==> src/hw/rtl/bcba_pkg.sv <==
// Types and constants of the bitmap contiguous block allocator.
package bcba_pkg;

	localparam int BLK_TOTAL_DEF = 512;
	localparam int SEG_W         = 8;

	localparam int FUNC_W    = 2;
	localparam int START_W   = 9;
	localparam int CNT_W     = 10;
	localparam int STAT_W    = 2;
	localparam int IDX_OUT_W = 9;
	localparam int FREE_W    = 10;

	typedef enum logic [FUNC_W-1:0] {
		FN_ALLOC_RUN = 2'd0,
		FN_FREE      = 2'd1,
		FN_MARK      = 2'd2,
		FN_ALLOC_ONE = 2'd3
	} func_t;

	typedef enum logic [STAT_W-1:0] {
		STAT_OK      = 2'd0,
		STAT_NOSPACE = 2'd1,
		STAT_BAD     = 2'd2
	} stat_t;

	typedef enum logic [2:0] {
		S_CLEAR,
		S_IDLE,
		S_SCAN,
		S_UPDATE,
		S_DONE
	} bcba_state_t;

endpackage

==> src/hw/rtl/bcba_req_if.sv <==
// Request channel: function, start block and block count.
interface bcba_req_if import bcba_pkg::*; ();
	logic               valid;
	logic               ready;
	logic [FUNC_W-1:0]  func;
	logic [START_W-1:0] start_req;
	logic [CNT_W-1:0]   count;

	modport source (output valid, output func, output start_req, output count, input ready);
	modport sink (input valid, input func, input start_req, input count, output ready);
endinterface

==> src/hw/rtl/bcba_rsp_if.sv <==
// Response channel: status, first block and remaining free count.
interface bcba_rsp_if import bcba_pkg::*; ();
	logic                 valid;
	logic                 ready;
	logic [STAT_W-1:0]    status;
	logic [IDX_OUT_W-1:0] first_blk;
	logic [FREE_W-1:0]    free_count;

	modport source (output valid, output status, output first_blk, output free_count,
		input ready);
	modport sink (input valid, input status, input first_blk, input free_count,
		output ready);
endinterface

==> src/hw/rtl/bitmap_contiguous_block_allocator.sv <==
// Bitmap first-fit block allocator: one used bit per block, free count, one response per request.
//
// Requests arrive on req (func, start_req, count) and each gives exactly one response on rsp
// (status, first_blk, free_count). A transfer happens when valid and ready are both high.
// The used bitmap sits in a memory of SEG_W-bit segments; one shared segment unit walks it,
// one segment per cycle, to scan for a run to allocate and to read-modify-write the range.
// Steps from request transfer to response valid, with the output register free:
//   bad range or count          : straight to the response
//   free / mark one             : an update pass over the segments spanned
//   allocate run / allocate one : a scan until the run is found, then an update pass
//   no space found              : a scan over all segments
// With 512 blocks a full scan is 64 segments.
// req.ready is high only while the sequencer is idle; one request is worked on at a time.
// A finished response waits in an output register, so the next request is taken while the
// receiver stalls; a second finished response waits until the first has been transferred.
// After reset a clearing pass writes all NUM_SEGS segments (64 with 512 blocks) of the bitmap,
// marking block 0 used; no request is taken during it. The free count resets to BLK_TOTAL-1.
module bitmap_contiguous_block_allocator import bcba_pkg::*; #(
	parameter int BLK_TOTAL = BLK_TOTAL_DEF
) (
	input  logic       clk,
	input  logic       arst_n,
	bcba_req_if.sink   req,
	bcba_rsp_if.source rsp
);

	localparam int NUM_SEGS = (BLK_TOTAL + SEG_W - 1) / SEG_W;
	localparam int SEG_AW   = (NUM_SEGS > 1) ? $clog2(NUM_SEGS) : 1;
	localparam int BIT_AW   = $clog2(SEG_W);
	localparam int BIDX_W   = SEG_AW + BIT_AW;
	localparam int ISS_W    = SEG_AW + 1;
	localparam int PC_W     = BIT_AW + 1;
	localparam int FT_W     = $clog2(BLK_TOTAL + 1);
	localparam int SUM_W    = (FT_W > START_W + 2) ? FT_W : START_W + 2;
	localparam int BX_W     = (BIDX_W > IDX_OUT_W) ? BIDX_W : IDX_OUT_W;
	localparam int FX_W     = (FT_W > FREE_W) ? FT_W : FREE_W;

	bcba_state_t state_q, state_d;

	logic [SEG_W-1:0] map_mem [NUM_SEGS];
	logic [SEG_W-1:0] rdata_s1;
	logic [SEG_AW-1:0] seg_s1;
	logic dv_s1;

	logic [ISS_W-1:0]  iss_q;
	logic [CNT_W-1:0]  cnt_q;
	logic [CNT_W-1:0]  run_q;
	logic [BIDX_W-1:0] lo_q;
	logic [BIDX_W-1:0] hi_q;
	logic              set_q;
	stat_t             res_stat_q;
	logic [BIDX_W-1:0] res_idx_q;
	logic [FT_W-1:0]   free_q;

	logic                 out_valid_q;
	logic [STAT_W-1:0]    out_stat_q;
	logic [IDX_OUT_W-1:0] out_idx_q;
	logic [FREE_W-1:0]    out_free_q;

	logic req_xfer, out_free, load_out;
	logic rd_en, we;
	logic [SEG_AW-1:0] rd_addr, waddr;
	logic [SEG_W-1:0]  wdata;

	func_t             fn;
	logic [CNT_W-1:0]  cnt_eff;
	logic [SUM_W-1:0]  start_x, range_end_x, range_last_x;
	logic              req_bad;
	logic [BIDX_W-1:0] req_lo, req_hi;

	logic [SEG_W-1:0]  pad, in_rng, new_seg, flip;
	logic [CNT_W-1:0]  run;
	logic              hit;
	logic [BIT_AW-1:0] hit_bit;
	logic [BIDX_W-1:0] scan_end, scan_first;
	logic [SUM_W-1:0]  first_x;
	logic              scan_hit, scan_last, upd_last;
	logic [PC_W-1:0]   pc;
	logic [SEG_AW-1:0] hi_seg;
	logic [BX_W-1:0]   idx_x;
	logic [FX_W-1:0]   free_x;

	// request decode
	assign fn           = func_t'(req.func);
	assign cnt_eff      = (fn == FN_ALLOC_ONE) ? CNT_W'(1) : req.count;
	assign start_x      = SUM_W'(req.start_req);
	assign range_end_x  = start_x + SUM_W'(req.count);
	assign range_last_x = range_end_x - SUM_W'(1);
	assign req_lo       = start_x[BIDX_W-1:0];
	assign req_hi       = (fn == FN_FREE) ? range_last_x[BIDX_W-1:0] : start_x[BIDX_W-1:0];

	always_comb begin
		unique case (fn)
			FN_ALLOC_RUN: req_bad = (req.count == '0);
			FN_FREE:      req_bad = (req.count == '0) || (range_end_x > SUM_W'(BLK_TOTAL));
			FN_MARK:      req_bad = (start_x >= SUM_W'(BLK_TOTAL));
			FN_ALLOC_ONE: req_bad = 1'b0;
			default:      req_bad = 1'b0;
		endcase
	end

	// segment unit: run scan and range update over one segment
	always_comb begin
		for (int k = 0; k < SEG_W; k++) begin
			pad[k]    = SUM_W'({seg_s1, BIT_AW'(k)}) >= SUM_W'(BLK_TOTAL);
			in_rng[k] = ({seg_s1, BIT_AW'(k)} >= lo_q) && ({seg_s1, BIT_AW'(k)} <= hi_q);
		end
	end

	always_comb begin
		run     = run_q;
		hit     = 1'b0;
		hit_bit = '0;
		for (int k = 0; k < SEG_W; k++) begin
			if (rdata_s1[k] || pad[k]) begin
				run = '0;
			end else begin
				run = run + CNT_W'(1);
			end
			if (!hit && run == cnt_q) begin
				hit     = 1'b1;
				hit_bit = BIT_AW'(k);
			end
		end
	end

	assign scan_end   = {seg_s1, hit_bit};
	assign first_x    = SUM_W'(scan_end) + SUM_W'(1) - SUM_W'(cnt_q);
	assign scan_first = first_x[BIDX_W-1:0];
	assign scan_hit   = dv_s1 && hit;
	assign scan_last  = dv_s1 && (seg_s1 == SEG_AW'(NUM_SEGS - 1));

	assign new_seg = set_q ? (rdata_s1 | in_rng) : (rdata_s1 & ~in_rng);
	assign flip    = set_q ? (in_rng & ~rdata_s1) : (in_rng & rdata_s1);
	assign hi_seg  = hi_q[BIDX_W-1 -: SEG_AW];
	assign upd_last = dv_s1 && (seg_s1 == hi_seg);

	always_comb begin
		pc = '0;
		for (int k = 0; k < SEG_W; k++) begin
			pc = pc + PC_W'(flip[k]);
		end
	end

	assign out_free = !out_valid_q || rsp.ready;
	assign req_xfer = req.valid && req.ready;

	// next state
	always_comb begin
		state_d = state_q;
		unique case (state_q)
			S_CLEAR: begin
				if (iss_q == ISS_W'(NUM_SEGS - 1)) state_d = S_IDLE;
			end
			S_IDLE: begin
				if (req_xfer) begin
					if (req_bad) begin
						state_d = S_DONE;
					end else if (fn == FN_FREE || fn == FN_MARK) begin
						state_d = S_UPDATE;
					end else begin
						state_d = S_SCAN;
					end
				end
			end
			S_SCAN: begin
				if (scan_hit) begin
					state_d = S_UPDATE;
				end else if (scan_last) begin
					state_d = S_DONE;
				end
			end
			S_UPDATE: begin
				if (upd_last) state_d = S_DONE;
			end
			S_DONE: begin
				if (out_free) state_d = S_IDLE;
			end
			default: state_d = S_IDLE;
		endcase
	end

	// sequencer outputs
	always_comb begin
		req.ready = 1'b0;
		rd_en     = 1'b0;
		we        = 1'b0;
		waddr     = seg_s1;
		wdata     = new_seg;
		load_out  = 1'b0;
		rd_addr   = iss_q[SEG_AW-1:0];
		unique case (state_q)
			S_CLEAR: begin
				we    = 1'b1;
				waddr = iss_q[SEG_AW-1:0];
				wdata = (iss_q == '0) ? SEG_W'(1) : '0;
			end
			S_IDLE:   req.ready = 1'b1;
			S_SCAN:   rd_en = (iss_q != ISS_W'(NUM_SEGS)) && !scan_hit;
			S_UPDATE: begin
				rd_en = (iss_q <= {1'b0, hi_seg});
				we    = dv_s1;
			end
			S_DONE:   load_out = out_free;
			default: ;
		endcase
	end

	// bitmap memory
	always_ff @(posedge clk) begin
		if (we) map_mem[waddr] <= wdata;
	end

	always_ff @(posedge clk) begin
		if (rd_en) rdata_s1 <= map_mem[rd_addr];
	end

	always_ff @(posedge clk) begin
		if (rd_en) seg_s1 <= rd_addr;
	end

	always_ff @(posedge clk or negedge arst_n) begin
		if (!arst_n) begin
			state_q <= S_CLEAR;
			dv_s1   <= 1'b0;
			iss_q   <= '0;
			free_q  <= FT_W'(BLK_TOTAL - 1);
		end else begin
			state_q <= state_d;
			dv_s1   <= rd_en;
			unique case (state_q)
				S_CLEAR: iss_q <= iss_q + ISS_W'(1);
				S_IDLE: begin
					if (req_xfer) begin
						iss_q <= (fn == FN_FREE || fn == FN_MARK) ?
							{1'b0, req_lo[BIDX_W-1 -: SEG_AW]} : '0;
					end
				end
				S_SCAN: begin
					if (rd_en) iss_q <= iss_q + ISS_W'(1);
					if (scan_hit) iss_q <= {1'b0, scan_first[BIDX_W-1 -: SEG_AW]};
				end
				S_UPDATE: begin
					if (rd_en) iss_q <= iss_q + ISS_W'(1);
					if (dv_s1) free_q <= set_q ? free_q - FT_W'(pc) : free_q + FT_W'(pc);
				end
				default: ;
			endcase
		end
	end

	// request registers and run tracking
	always_ff @(posedge clk) begin
		if (state_q == S_IDLE && req_xfer) begin
			cnt_q      <= cnt_eff;
			run_q      <= '0;
			lo_q       <= req_lo;
			hi_q       <= req_hi;
			set_q      <= (fn != FN_FREE);
			res_stat_q <= req_bad ? STAT_BAD : STAT_OK;
			res_idx_q  <= (fn == FN_MARK && !req_bad) ? req_lo : '0;
		end else if (state_q == S_SCAN && dv_s1) begin
			run_q <= run;
			if (scan_hit) begin
				lo_q      <= scan_first;
				hi_q      <= scan_end;
				res_idx_q <= scan_first;
			end else if (scan_last) begin
				res_stat_q <= STAT_NOSPACE;
				res_idx_q  <= '0;
			end
		end
	end

	// output register
	assign idx_x  = BX_W'(res_idx_q);
	assign free_x = FX_W'(free_q);

	always_ff @(posedge clk or negedge arst_n) begin
		if (!arst_n) begin
			out_valid_q <= 1'b0;
		end else if (load_out) begin
			out_valid_q <= 1'b1;
		end else if (rsp.ready) begin
			out_valid_q <= 1'b0;
		end
	end

	always_ff @(posedge clk) begin
		if (load_out) begin
			out_stat_q <= res_stat_q;
			out_idx_q  <= idx_x[IDX_OUT_W-1:0];
			out_free_q <= free_x[FREE_W-1:0];
		end
	end

	assign rsp.valid      = out_valid_q;
	assign rsp.status     = out_stat_q;
	assign rsp.first_blk  = out_idx_q;
	assign rsp.free_count = out_free_q;

endmodule

==> src/flat_wrapper.sv <==
// flat-port wrapper written by rule: the top's interface ports become plain ports
module bitmap_contiguous_block_allocator_flat import bcba_pkg::*;
#(
	parameter int BLK_TOTAL = BLK_TOTAL_DEF
)
  (clk, arst_n, req_valid, req_func, req_start_req, req_count, req_ready, rsp_valid, rsp_status, rsp_first_blk, rsp_free_count, rsp_ready);
  bcba_req_if req_i ();
  bcba_rsp_if rsp_i ();
  input  logic clk;
  input  logic arst_n;
  input wire logic [$bits(req_i.valid)-1:0] req_valid;
  input wire logic [$bits(req_i.func)-1:0] req_func;
  input wire logic [$bits(req_i.start_req)-1:0] req_start_req;
  input wire logic [$bits(req_i.count)-1:0] req_count;
  output wire logic [$bits(req_i.ready)-1:0] req_ready;
  output wire logic [$bits(rsp_i.valid)-1:0] rsp_valid;
  output wire logic [$bits(rsp_i.status)-1:0] rsp_status;
  output wire logic [$bits(rsp_i.first_blk)-1:0] rsp_first_blk;
  output wire logic [$bits(rsp_i.free_count)-1:0] rsp_free_count;
  input wire logic [$bits(rsp_i.ready)-1:0] rsp_ready;
  assign req_i.valid = req_valid;
  assign req_i.func = req_func;
  assign req_i.start_req = req_start_req;
  assign req_i.count = req_count;
  assign req_ready = req_i.ready;
  assign rsp_valid = rsp_i.valid;
  assign rsp_status = rsp_i.status;
  assign rsp_first_blk = rsp_i.first_blk;
  assign rsp_free_count = rsp_i.free_count;
  assign rsp_i.ready = rsp_ready;
  bitmap_contiguous_block_allocator #(.BLK_TOTAL(BLK_TOTAL)) u_core (.clk(clk), .arst_n(arst_n), .req(req_i), .rsp(rsp_i));
endmodule
==> config.mk <==
export PLATFORM = sky130hd
export DESIGN_NAME = bitmap_contiguous_block_allocator_flat
export DESIGN_NICKNAME = d
export VERILOG_FILES = /design/src/hw/rtl/bcba_pkg.sv /design/src/hw/rtl/bcba_req_if.sv /design/src/hw/rtl/bcba_rsp_if.sv /design/src/hw/rtl/bitmap_contiguous_block_allocator.sv /design/src/flat_wrapper.sv
export SDC_FILE = /design/constraint.sdc
export NUM_CORES = 1
export LEC_CHECK = 0
export BUFFER_PORTS_ARGS = -buffer_cell sky130_fd_sc_hd__buf_4
export CAP_MARGIN = 20
export CORE_AREA = 8 8 203 254
export DETAILED_ROUTE_END_ITERATION = 12
export DIE_AREA = 0 0 211 262
export PLACE_DENSITY = 0.82
export SLEW_MARGIN = 20
export SYNTH_ARGS = -nofsm -noshare
export SYNTH_HDL_FRONTEND = slang
export SYNTH_SLANG_ARGS = --single-unit
==> constraint.sdc <==
create_clock -name clk -period 25.7 [get_ports clk]
set_input_delay 1.285 -clock clk [delete_from_list [all_inputs] [get_ports clk]]
set_output_delay 1.285 -clock clk [all_outputs]
set_load 0.005 [all_outputs]
Word-level counts from Yosys, hierarchy flattened --
Memories as Yosys holds them, arrays and structs flattened. A register that Yosys moved wholly into a read port is not among the register bits. Index checks and enable logic that the tools add are counted.
Cells by class: muxes and demuxes 69, reductions and logical operators 52, magnitude comparators 19, $add $sub $neg 22, bitwise gates (word level) 6, equal/unequal tests 26
Operator list (count):
- $mux 9 | 12
- $mux 10 | 9
- $add 10x1->10 const B | 8
- $eq 10x10->1 | 8
- $ge 9x9->1 | 8
- $le 9x9->1 | 8
- $mux 3 | 11
- $pmux 7 s4 | 1
- $add 4x1->4 | 6
- $and 8x8->8 | 3
- $mux 8 | 3
- $logic_and 1x1->1 | 23
- $mux 7 | 3
- $mux 1 | 17
- $not 8->8 | 2
- $pmux 3 s5 | 1
- $mux 2 | 7
- $mux 6 | 2
- $add 9x10->11 | 1
- $gt 11x10->1 const B | 1
- $add 10x4->10 | 1
- $ge 9x10->1 const B | 1
- $logic_not 1->1 | 10
- $logic_not 10->1 | 1
- 32 further kinds | 47
Storage, ports and cells: output and inout port bits 23, flip-flop bits (word level) 99, RAM bits 512, bits of input ports 25, memories kept 1, word-level logic and storage cells 211
Memories:
- u_core.map_mem | depth 64, width 8, read ports 1, clocked after Yosys merged registers in 1, write ports 1, RTL line bitmap_contiguous_block_allocator.sv:40 | logic [SEG_W-1:0] map_mem [NUM_SEGS];

Longest topological paths before layout --
Gate-level depths: netlist (run 1).
word-level depth 32, depth in mapped cells 41, mapped depth without buffers 39

Least setup slack after synthesis (run 1) --
No wires, ideal clock.
path type flip-flop to flip-flop, from reg u_core.run_q[1], to reg u_core.iss_q[2], library setup time 0.140 ns, slack 17.338 ns, data required time 25.560 ns, arrival 8.222 ns, stages on the path, launching flop included 36, path through dfxtp_1 -> ha_1 -> nor2b_1 -> ha_1 -> nor2b_1 -> ha_1 -> nor2b_1 -> ha_1 -> nor2b_1 -> ha_1 -> nor2b_1 -> ha_1 -> or3b_2 -> a21oi_1 -> or4b_4 -> a2111oi_4 -> xnor2_1 -> a211o_1 -> nand3_1 -> o211ai_1 -> nor4_4 -> a21o_1 -> nand2_1 -> nand3b_1 -> nand2_1 -> ha_1 -> inv_1 -> ha_1 -> fa_1 -> a21oi_1 -> nor2_1 -> nor2_1 -> xnor2_1 -> o31ai_1 -> a2111oi_0 -> a22oi_1
Between the ends: longest elaborated chain between the ends 32, elaborated cells between the ends (all ways) 62, those cells by class add/sub: 10; eq/ne: 8; mux: 27; reduce/logical: 17
Ends and longest elaborated chain:
- start: declaration | RTL line bitmap_contiguous_block_allocator.sv:47 | logic [CNT_W-1:0] run_q;
- start signal: assignment | RTL line bitmap_contiguous_block_allocator.sv:263 | run_q <= run;
- $add 10x1->10 (*) | RTL line bitmap_contiguous_block_allocator.sv:118 | run = run + CNT_W'(1);
- $mux 10 (*) | RTL line bitmap_contiguous_block_allocator.sv:115 | if (rdata_s1[k] || pad[k]) begin
- branches (longest 29 deep; another with $add 10x1->10)
- $pmux 7 s4 (*) | RTL line bitmap_contiguous_block_allocator.sv:231 | unique case (state_q)
- end signal: assignment | RTL line bitmap_contiguous_block_allocator.sv:232 | S_CLEAR: iss_q <= iss_q + ISS_W'(1);
- end signal: assignment | RTL line bitmap_contiguous_block_allocator.sv:240 | if (rd_en) iss_q <= iss_q + ISS_W'(1);
- end signal: assignment | RTL line bitmap_contiguous_block_allocator.sv:241 | if (scan_hit) iss_q <= {1'b0, scan_first[BIDX_W-1 -: SEG_AW]};
- end: declaration | RTL line bitmap_contiguous_block_allocator.sv:45 | logic [ISS_W-1:0] iss_q;
Every way passes the cells marked *. A chain may end at the register's enable or synchronous reset.

Final worst setup path (run 1) --
from reg u_core.run_q[0], to reg u_core.iss_q[2]
Same word-level chain as after synthesis.

==> results of run 1 <==
## per-stage QoR
step                  util  power [mW]  hold WS (ns)  worst slack [ns]
floorplan                -       3.022        0.4003             17.34
global placement    0.6710       3.563        0.4020             16.42
detailed placement  0.6710       3.657        0.4057             16.24
CTS                 0.7069       4.475        0.4196             16.21
global route        0.7069       4.704        0.4376             15.30
finish              0.7069       4.486        0.4218             16.08
## synth_stat cells, drive strengths merged (14+ instances only)
cell type | number | area, um2
a211oi | 14 | 142.6
a21o | 25 | 187.7
a21oi | 106 | 556.8
and3 | 15 | 93.84
buf | 36 | 180.2
clkbuf | 64 | 240.2
edfxtp | 587 | 17630
ha | 73 | 913.4
inv | 67 | 251.5
mux2i | 29 | 321.6
mux4 | 168 | 3784
nand2 | 116 | 435.4
nand2b | 16 | 100.1
nand3 | 52 | 277.8
nand4 | 20 | 125.1
nor2 | 153 | 574.3
nor2b | 30 | 190.2
nor3 | 48 | 250.2
nor4 | 20 | 167.7
o211ai | 15 | 112.6
o21ai | 74 | 370.4
or3 | 15 | 93.84
xnor2 | 107 | 986.0
xor2 | 26 | 246.5
## cells by family after synthesis
logic type | share of synthesized area
compound gates | 0.08007
simple gates | 0.09214
fa+ha+maj | 0.03401
flops | 0.5937
xor+xnor | 0.04270
buf+inv | 0.02242
mux | 0.1350
## registers in the layout, indices dropped and copies added (netlist names), 3 cells and up
| name | cells |
|---|---|
| u_core.map_mem | 512 |
| u_core.cnt_q | 10 |
| u_core.free_q | 10 |
| u_core.rsp.free_count | 10 |
| u_core.run_q | 10 |
| u_core.hi_q | 9 |
| u_core.idx_x | 9 |
| u_core.lo_q | 9 |
| u_core.rsp.first_blk | 9 |
| u_core.rdata_s1 | 8 |
| u_core.iss_q | 7 |
| u_core.seg_s1 | 6 |
| u_core.state_q | 3 |
## where the power goes
group	internal [mW]	switching [mW]	leakage, nW
logic	0.794	1.27	4.56
registers	1.49	0.145	5.68
clock network	0.421	0.371	0.828
## worst max-delay path: cells and delay by family, from the launching register on
family                     cells  cell delay [ns]
adders and majority gates      6             1.96
buffers and inverters          1             0.04
DFF                            1             0.65
and+or+nand+nor               14             2.85
xor gates and xnor gates       4             1.30
AOI/OAI and AO/OA             10             2.67
## layer usage
metal	up-vias	track usage	part of all wire
met5	-	0	0.00016
met4	2	0.1526	0.059
met3	281	0.05058	0.074
met2	1032	0.5225	0.51
met1	9685	0.3578	0.35
li1	8387	-	-
## final timing paths
check | from | endpoint | cells after the start
worst min-delay path | u_core.idx_x[2] | u_core.rsp.first_blk[2] | 0
worst max-delay path | u_core.run_q[0] | u_core.iss_q[2] | 35
worst max register to register | u_core.run_q[0] | u_core.iss_q[2] | 35
worst min register to register | u_core.idx_x[2] | u_core.rsp.first_blk[2] | 0
max in group asynchronous | arst_n | u_core.free_q[7] | 1
min in group asynchronous | arst_n | u_core.iss_q[3] | 1
## cell type report
cell class | instances | area (um2)
sequential | 619 | 18400
inverter | 73 | 274.0
timing repair buffer | 70 | 525.5
clock inverter | 34 | 231.5
clock buffer | 68 | 1478
multi-input combinational | 1329 | 11960
fill | 2978 | 13960
tap | 644 | 805.8
==> flow_summary.json, run 1 <==
{
  "syn_area_um2": 30970,
  "cts_tree": "built",
  "ys_warn_count": 0,
  "p_leak_nw": 11.07,
  "totalNegativeSetupSlack_ns": 0,
  "die_h_um": 262,
  "drv_slew": 0,
  "drc": 0,
  "peakVddDrop_mv": 0.1346,
  "dp_cells": 2735,
  "cp.required_ns": 26.18,
  "layout_common_cells": "edfxtp_1 (587), mux4_2 (168), nor2_1 (146), nand2_1 (116), xnor2_1 (102)",
  "start_util": 0.6502,
  "n_antenna_cell": 0,
  "cts_root_buffer": "clkbuf_16",
  "gp_congestion": 0.9611,
  "insertion_delay_ns": 0.63,
  "cts_resized": 0,
  "post_cts_buffers": 0,
  "synth_edf_count": 587,
  "end_kind": "flop",
  "postCtsHoldBufs": 0,
  "fin_crit_sh": 0.3744,
  "p_per_area_nw_per_um2": 133.2,
  "mostFrequentLayoutCell": "edfxtp_1",
  "track_usage": 0.2998,
  "min_path_type": "flop to flop",
  "min_period_ns": 9.621,
  "dpl.hpwl_mm": 51.54,
  "cap_violations": 0,
  "cts_sinks": 619,
  "grt_start_max_net_pins": 72,
  "die_w_um": 211,
  "ys_types": 114,
  "numCtsBuffers": 56,
  "portBuffers": 47,
  "crit_path_top_delay_cell": "dfxtp_1",
  "drive_above_1_share": 0.1888,
  "clkTransAtPathRegs_ns": 0.06,
  "worst_pin_slew_ns": 1.072,
  "ys.flop_type": "edfxtp_1",
  "routed_wl_mm": 81.62,
  "syn_area_per_cell_um2": 14.60,
  "num_vias": 19390,
  "hold_viol_final": 0,
  "rsz0062_at_grt": "false",
  "timing.slew.headroom": 0.2852,
  "wl_per_cell_um": 28.77,
  "async_flop_share": 0.03554,
  "path_common_cell": "ha_1",
  "fin_skew_ns": 0.02077,
  "status": "finished, final reports clean",
  "criticalPathCategory": "flop to flop",
  "htree_levels": 2,
  "final_cells": 2837,
  "worst-r2r-setup-slack_ns": 16.08,
  "synthesis.nets": 2226,
  "overflow": 0,
  "fmax_mhz": 103.9,
  "netlist_instances": 2121,
  "core_area_um2": 47630,
  "grt_pass1_vias": 19770,
  "ys_ff_latch": 619,
  "ys_seq_area_frac": 0.5937,
  "clockBufferDepth": 3,
  "crit_arrival_ns": 10.10,
  "setup_violations": 0,
  "slowest_delay_ns": 0.65,
  "finalNetCount": 2254,
  "firstDrtPassIters": 6,
  "detail-route-antenna-nets": 0,
  "io_pins": 48,
  "drt_iter0_markers": 2237,
  "syn2layout_area_growth_pct": 8.713,
  "place_area_um2": 31960,
  "fp.dieArea_um2": 55280,
  "antenna_found_initial": 1,
  "crit_fanout": 12,
  "rows": 90,
  "cp-start-kind": "flop",
  "viasPerCell": 6.834,
  "grt_first_pass_wirelength_mm": 123.5,
  "final_area_um2": 33670
}
No activity file was read; power rests on OpenSTA's default activity.
==> inputs of run 2 (changes only) <==
--- a/config.mk
+++ b/config.mk
@@ -7,10 +7,10 @@
 export LEC_CHECK = 0
 export BUFFER_PORTS_ARGS = -buffer_cell sky130_fd_sc_hd__buf_4
 export CAP_MARGIN = 20
-export CORE_AREA = 8 8 203 254
+export CORE_AREA = 8 8 218 272
 export DETAILED_ROUTE_END_ITERATION = 12
-export DIE_AREA = 0 0 211 262
-export PLACE_DENSITY = 0.82
+export DIE_AREA = 0 0 226 280
+export PLACE_DENSITY = 0.76
 export SLEW_MARGIN = 20
 export SYNTH_ARGS = -nofsm -noshare
 export SYNTH_HDL_FRONTEND = slang
==> constraint.sdc (replaced) <==
create_clock -name clk -period 8.75 [get_ports clk]
set_input_delay 0.4375 -clock clk [delete_from_list [all_inputs] [get_ports clk]]
set_output_delay 0.4375 -clock clk [all_outputs]
set_load 0.005 [all_outputs]
==> run 2 against run 1 <==
  * Combinational power rose to 3.0 times the previous value
  * Setup slack lost 16 ns
  * Hold slack got worse by 0.30 ns
  * First-iteration DRC count up 4.1%
  * Sequential share of layout area decreased by 1.3 points
  * Clock skew rose by 0.020 ns
  * Final area increased by 2.4%
  * Maximum frequency rose by 15%
  * Global-route usage down 4.4 points
  * Die area up 14%
  * Cell count increased by 5.0%
  * Critical path type unchanged
==> flow_summary.json, run 2 (synthesized netlist as in run 1, its figures left out) <==
{
  "mostFrequentLayoutCell": "edfxtp_1",
  "rows": 97,
  "finalNetCount": 2295,
  "place_ws_ns": 0.1916,
  "clockBufferDepth": 3,
  "totalNegativeSetupSlack_ns": 0,
  "r2r-end": "u_core.iss_q[5]",
  "gp_congestion": 0.9676,
  "drt_iter0_markers": 2329,
  "clkTransAtPathRegs_ns": 0.06,
  "fp.dieArea_um2": 63280,
  "core_area_um2": 55220,
  "insertion_delay_ns": 0.64,
  "drc": 0,
  "die_w_um": 226,
  "num_vias": 19610,
  "criticalPathCategory": "flop to flop",
  "slowest_delay_ns": 0.50,
  "setup_violations": 0,
  "fin_crit_sh": 0.9550,
  "status": "finished, final reports clean",
  "crit_arrival_ns": 8.88,
  "hold_viol_final": 0,
  "cts_tree": "built",
  "detail-route-antenna-nets": 0,
  "worst-r2r-setup-slack_ns": 0.39,
  "io_pins": 48,
  "largest_reg_flops": 512,
  "drv_slew": 0,
  "crit_path_top_delay_cell": "xor2_1",
  "grt_start_max_net_pins": 70,
  "timing.slew.headroom": 0.2690,
  "track_usage": 0.2561,
  "start_util": 0.5609,
  "portBuffers": 47,
  "n_antenna_cell": 0,
  "critPathBufInv": 2,
  "p_leak_nw": 11.37,
  "end_kind": "flop",
  "regMostFlops": "u_core.map_mem",
  "dpl.hpwl_mm": 53.51,
  "cp-start-kind": "flop",
  "fmax_mhz": 119.7,
  "min_period_ns": 8.356,
  "crit_fanout": 9,
  "min_path_type": "input pin to flop",
  "wl_per_cell_um": 27.27,
  "cts_root_buffer": "clkbuf_16",
  "cp.required_ns": 9.28,
  "cp_top_family": "compound AO/OA/AOI/OAI gates",
  "holdPathStages": 3,
  "layout_common_cells": "edfxtp_1 (587), mux4_2 (168), nor2_1 (145), nand2_1 (116), buf_4 (107)",
  "grt_first_pass_wirelength_mm": 122.1,
  "worstReg2RegStart": "u_core.run_q[0]",
  "finalWorstSetupSlack_ns": 0.3941,
  "htree_levels": 2,
  "peakVddDrop_mv": 0.3387,
  "die_h_um": 280,
  "cap_violations": 0,
  "overflow": 0,
  "finalPower_mw": 13.46,
  "routed_wl_mm": 81.22,
  "viasPerCell": 6.582,
  "grt_pass1_vias": 19620,
  "fin_skew_ns": 0.04113,
  "p_per_area_nw_per_um2": 390.3,
  "hold_end": "u_core.lo_q[0]",
  "syn2layout_area_growth_pct": 11.34,
  "antenna_found_initial": 0,
  "r2r_cells": 34,
  "drive_above_1_share": 0.2173,
  "worst_hold_startpoint": "req_start_req[0]",
  "numCtsBuffers": 59,
  "firstDrtPassIters": 6,
  "worst_pin_slew_ns": 1.097,
  "cts_sinks": 619
}
## run 2: worst min-delay path, cell delays in order
cell	delay [ns]
buf_4	0.11
nand2_1	0.05
nand2_1	0.05
## run 2: repair_timing
action | in CTS | in global routing
setup buffers | 0 | 12
resized for setup | 0 | 44
hold buffers | 1 | 0
endpoints found under the hold margin | 22 | 0
endpoints found under the setup margin | 0 | 13
## run 2: routing by layer
metal,share of wire,global-route usage,routed length (um)
met5,0,0,0
met4,0.048,0.1021,3878
met3,0.076,0.03722,6144
met2,0.52,0.4542,41970
met1,0.36,0.3127,29230
## run 2: where the power goes
group / switching (mW) / total (mW) / internal, mW
combinational: 3.82 / 6.25 / 2.44
clock: 1.12 / 2.48 / 1.36
sequential: 0.356 / 4.73 / 4.37
## run 2: worst max-delay path by stage
stage                         start         endpoint  slack [ns]  cells past startpoint
floorplan           u_core.run_q[1]  u_core.iss_q[2]        0.39                     35
global placement    u_core.run_q[0]  u_core.iss_q[5]        0.35                     36
detailed placement  u_core.run_q[0]  u_core.iss_q[5]        0.19                     36
CTS                 u_core.run_q[0]  u_core.iss_q[5]        0.18                     35
global route        u_core.run_q[1]  u_core.iss_q[4]       -0.04                     39
finish              u_core.run_q[0]  u_core.iss_q[5]        0.39                     34
## run 2: through the flow
| step | hold slack [ns] | utilization | std cells | instance area [um2] |
|---|---|---|---|---|
| 6_report | 0.1170 | 0.6245 | 2979 | 34490 |
| 5_1_grt | 0.1115 | 0.6245 | 2979 | 34490 |
| 4_1_cts | 0.08886 | 0.6186 | 2967 | 34160 |
| 3_5_place_dp | 0.3683 | 0.5844 | 2858 | 32270 |
| 3_3_place_gp | 0.3689 | 0.5844 | 2858 | 32270 |
| 2_1_floorplan | 0.1419 | - | 2121 | 30970 |
## run 2: layout make-up
class,count,area (um2)
Fill cell,3972,20730
Sequential cell,619,18400
Multi-Input combinational cell,1329,12200
Clock buffer,71,1521
Tap cell,742,928.4
Timing Repair Buffer,108,813.3
Clock inverter,37,354.1
Inverter,73,275.3
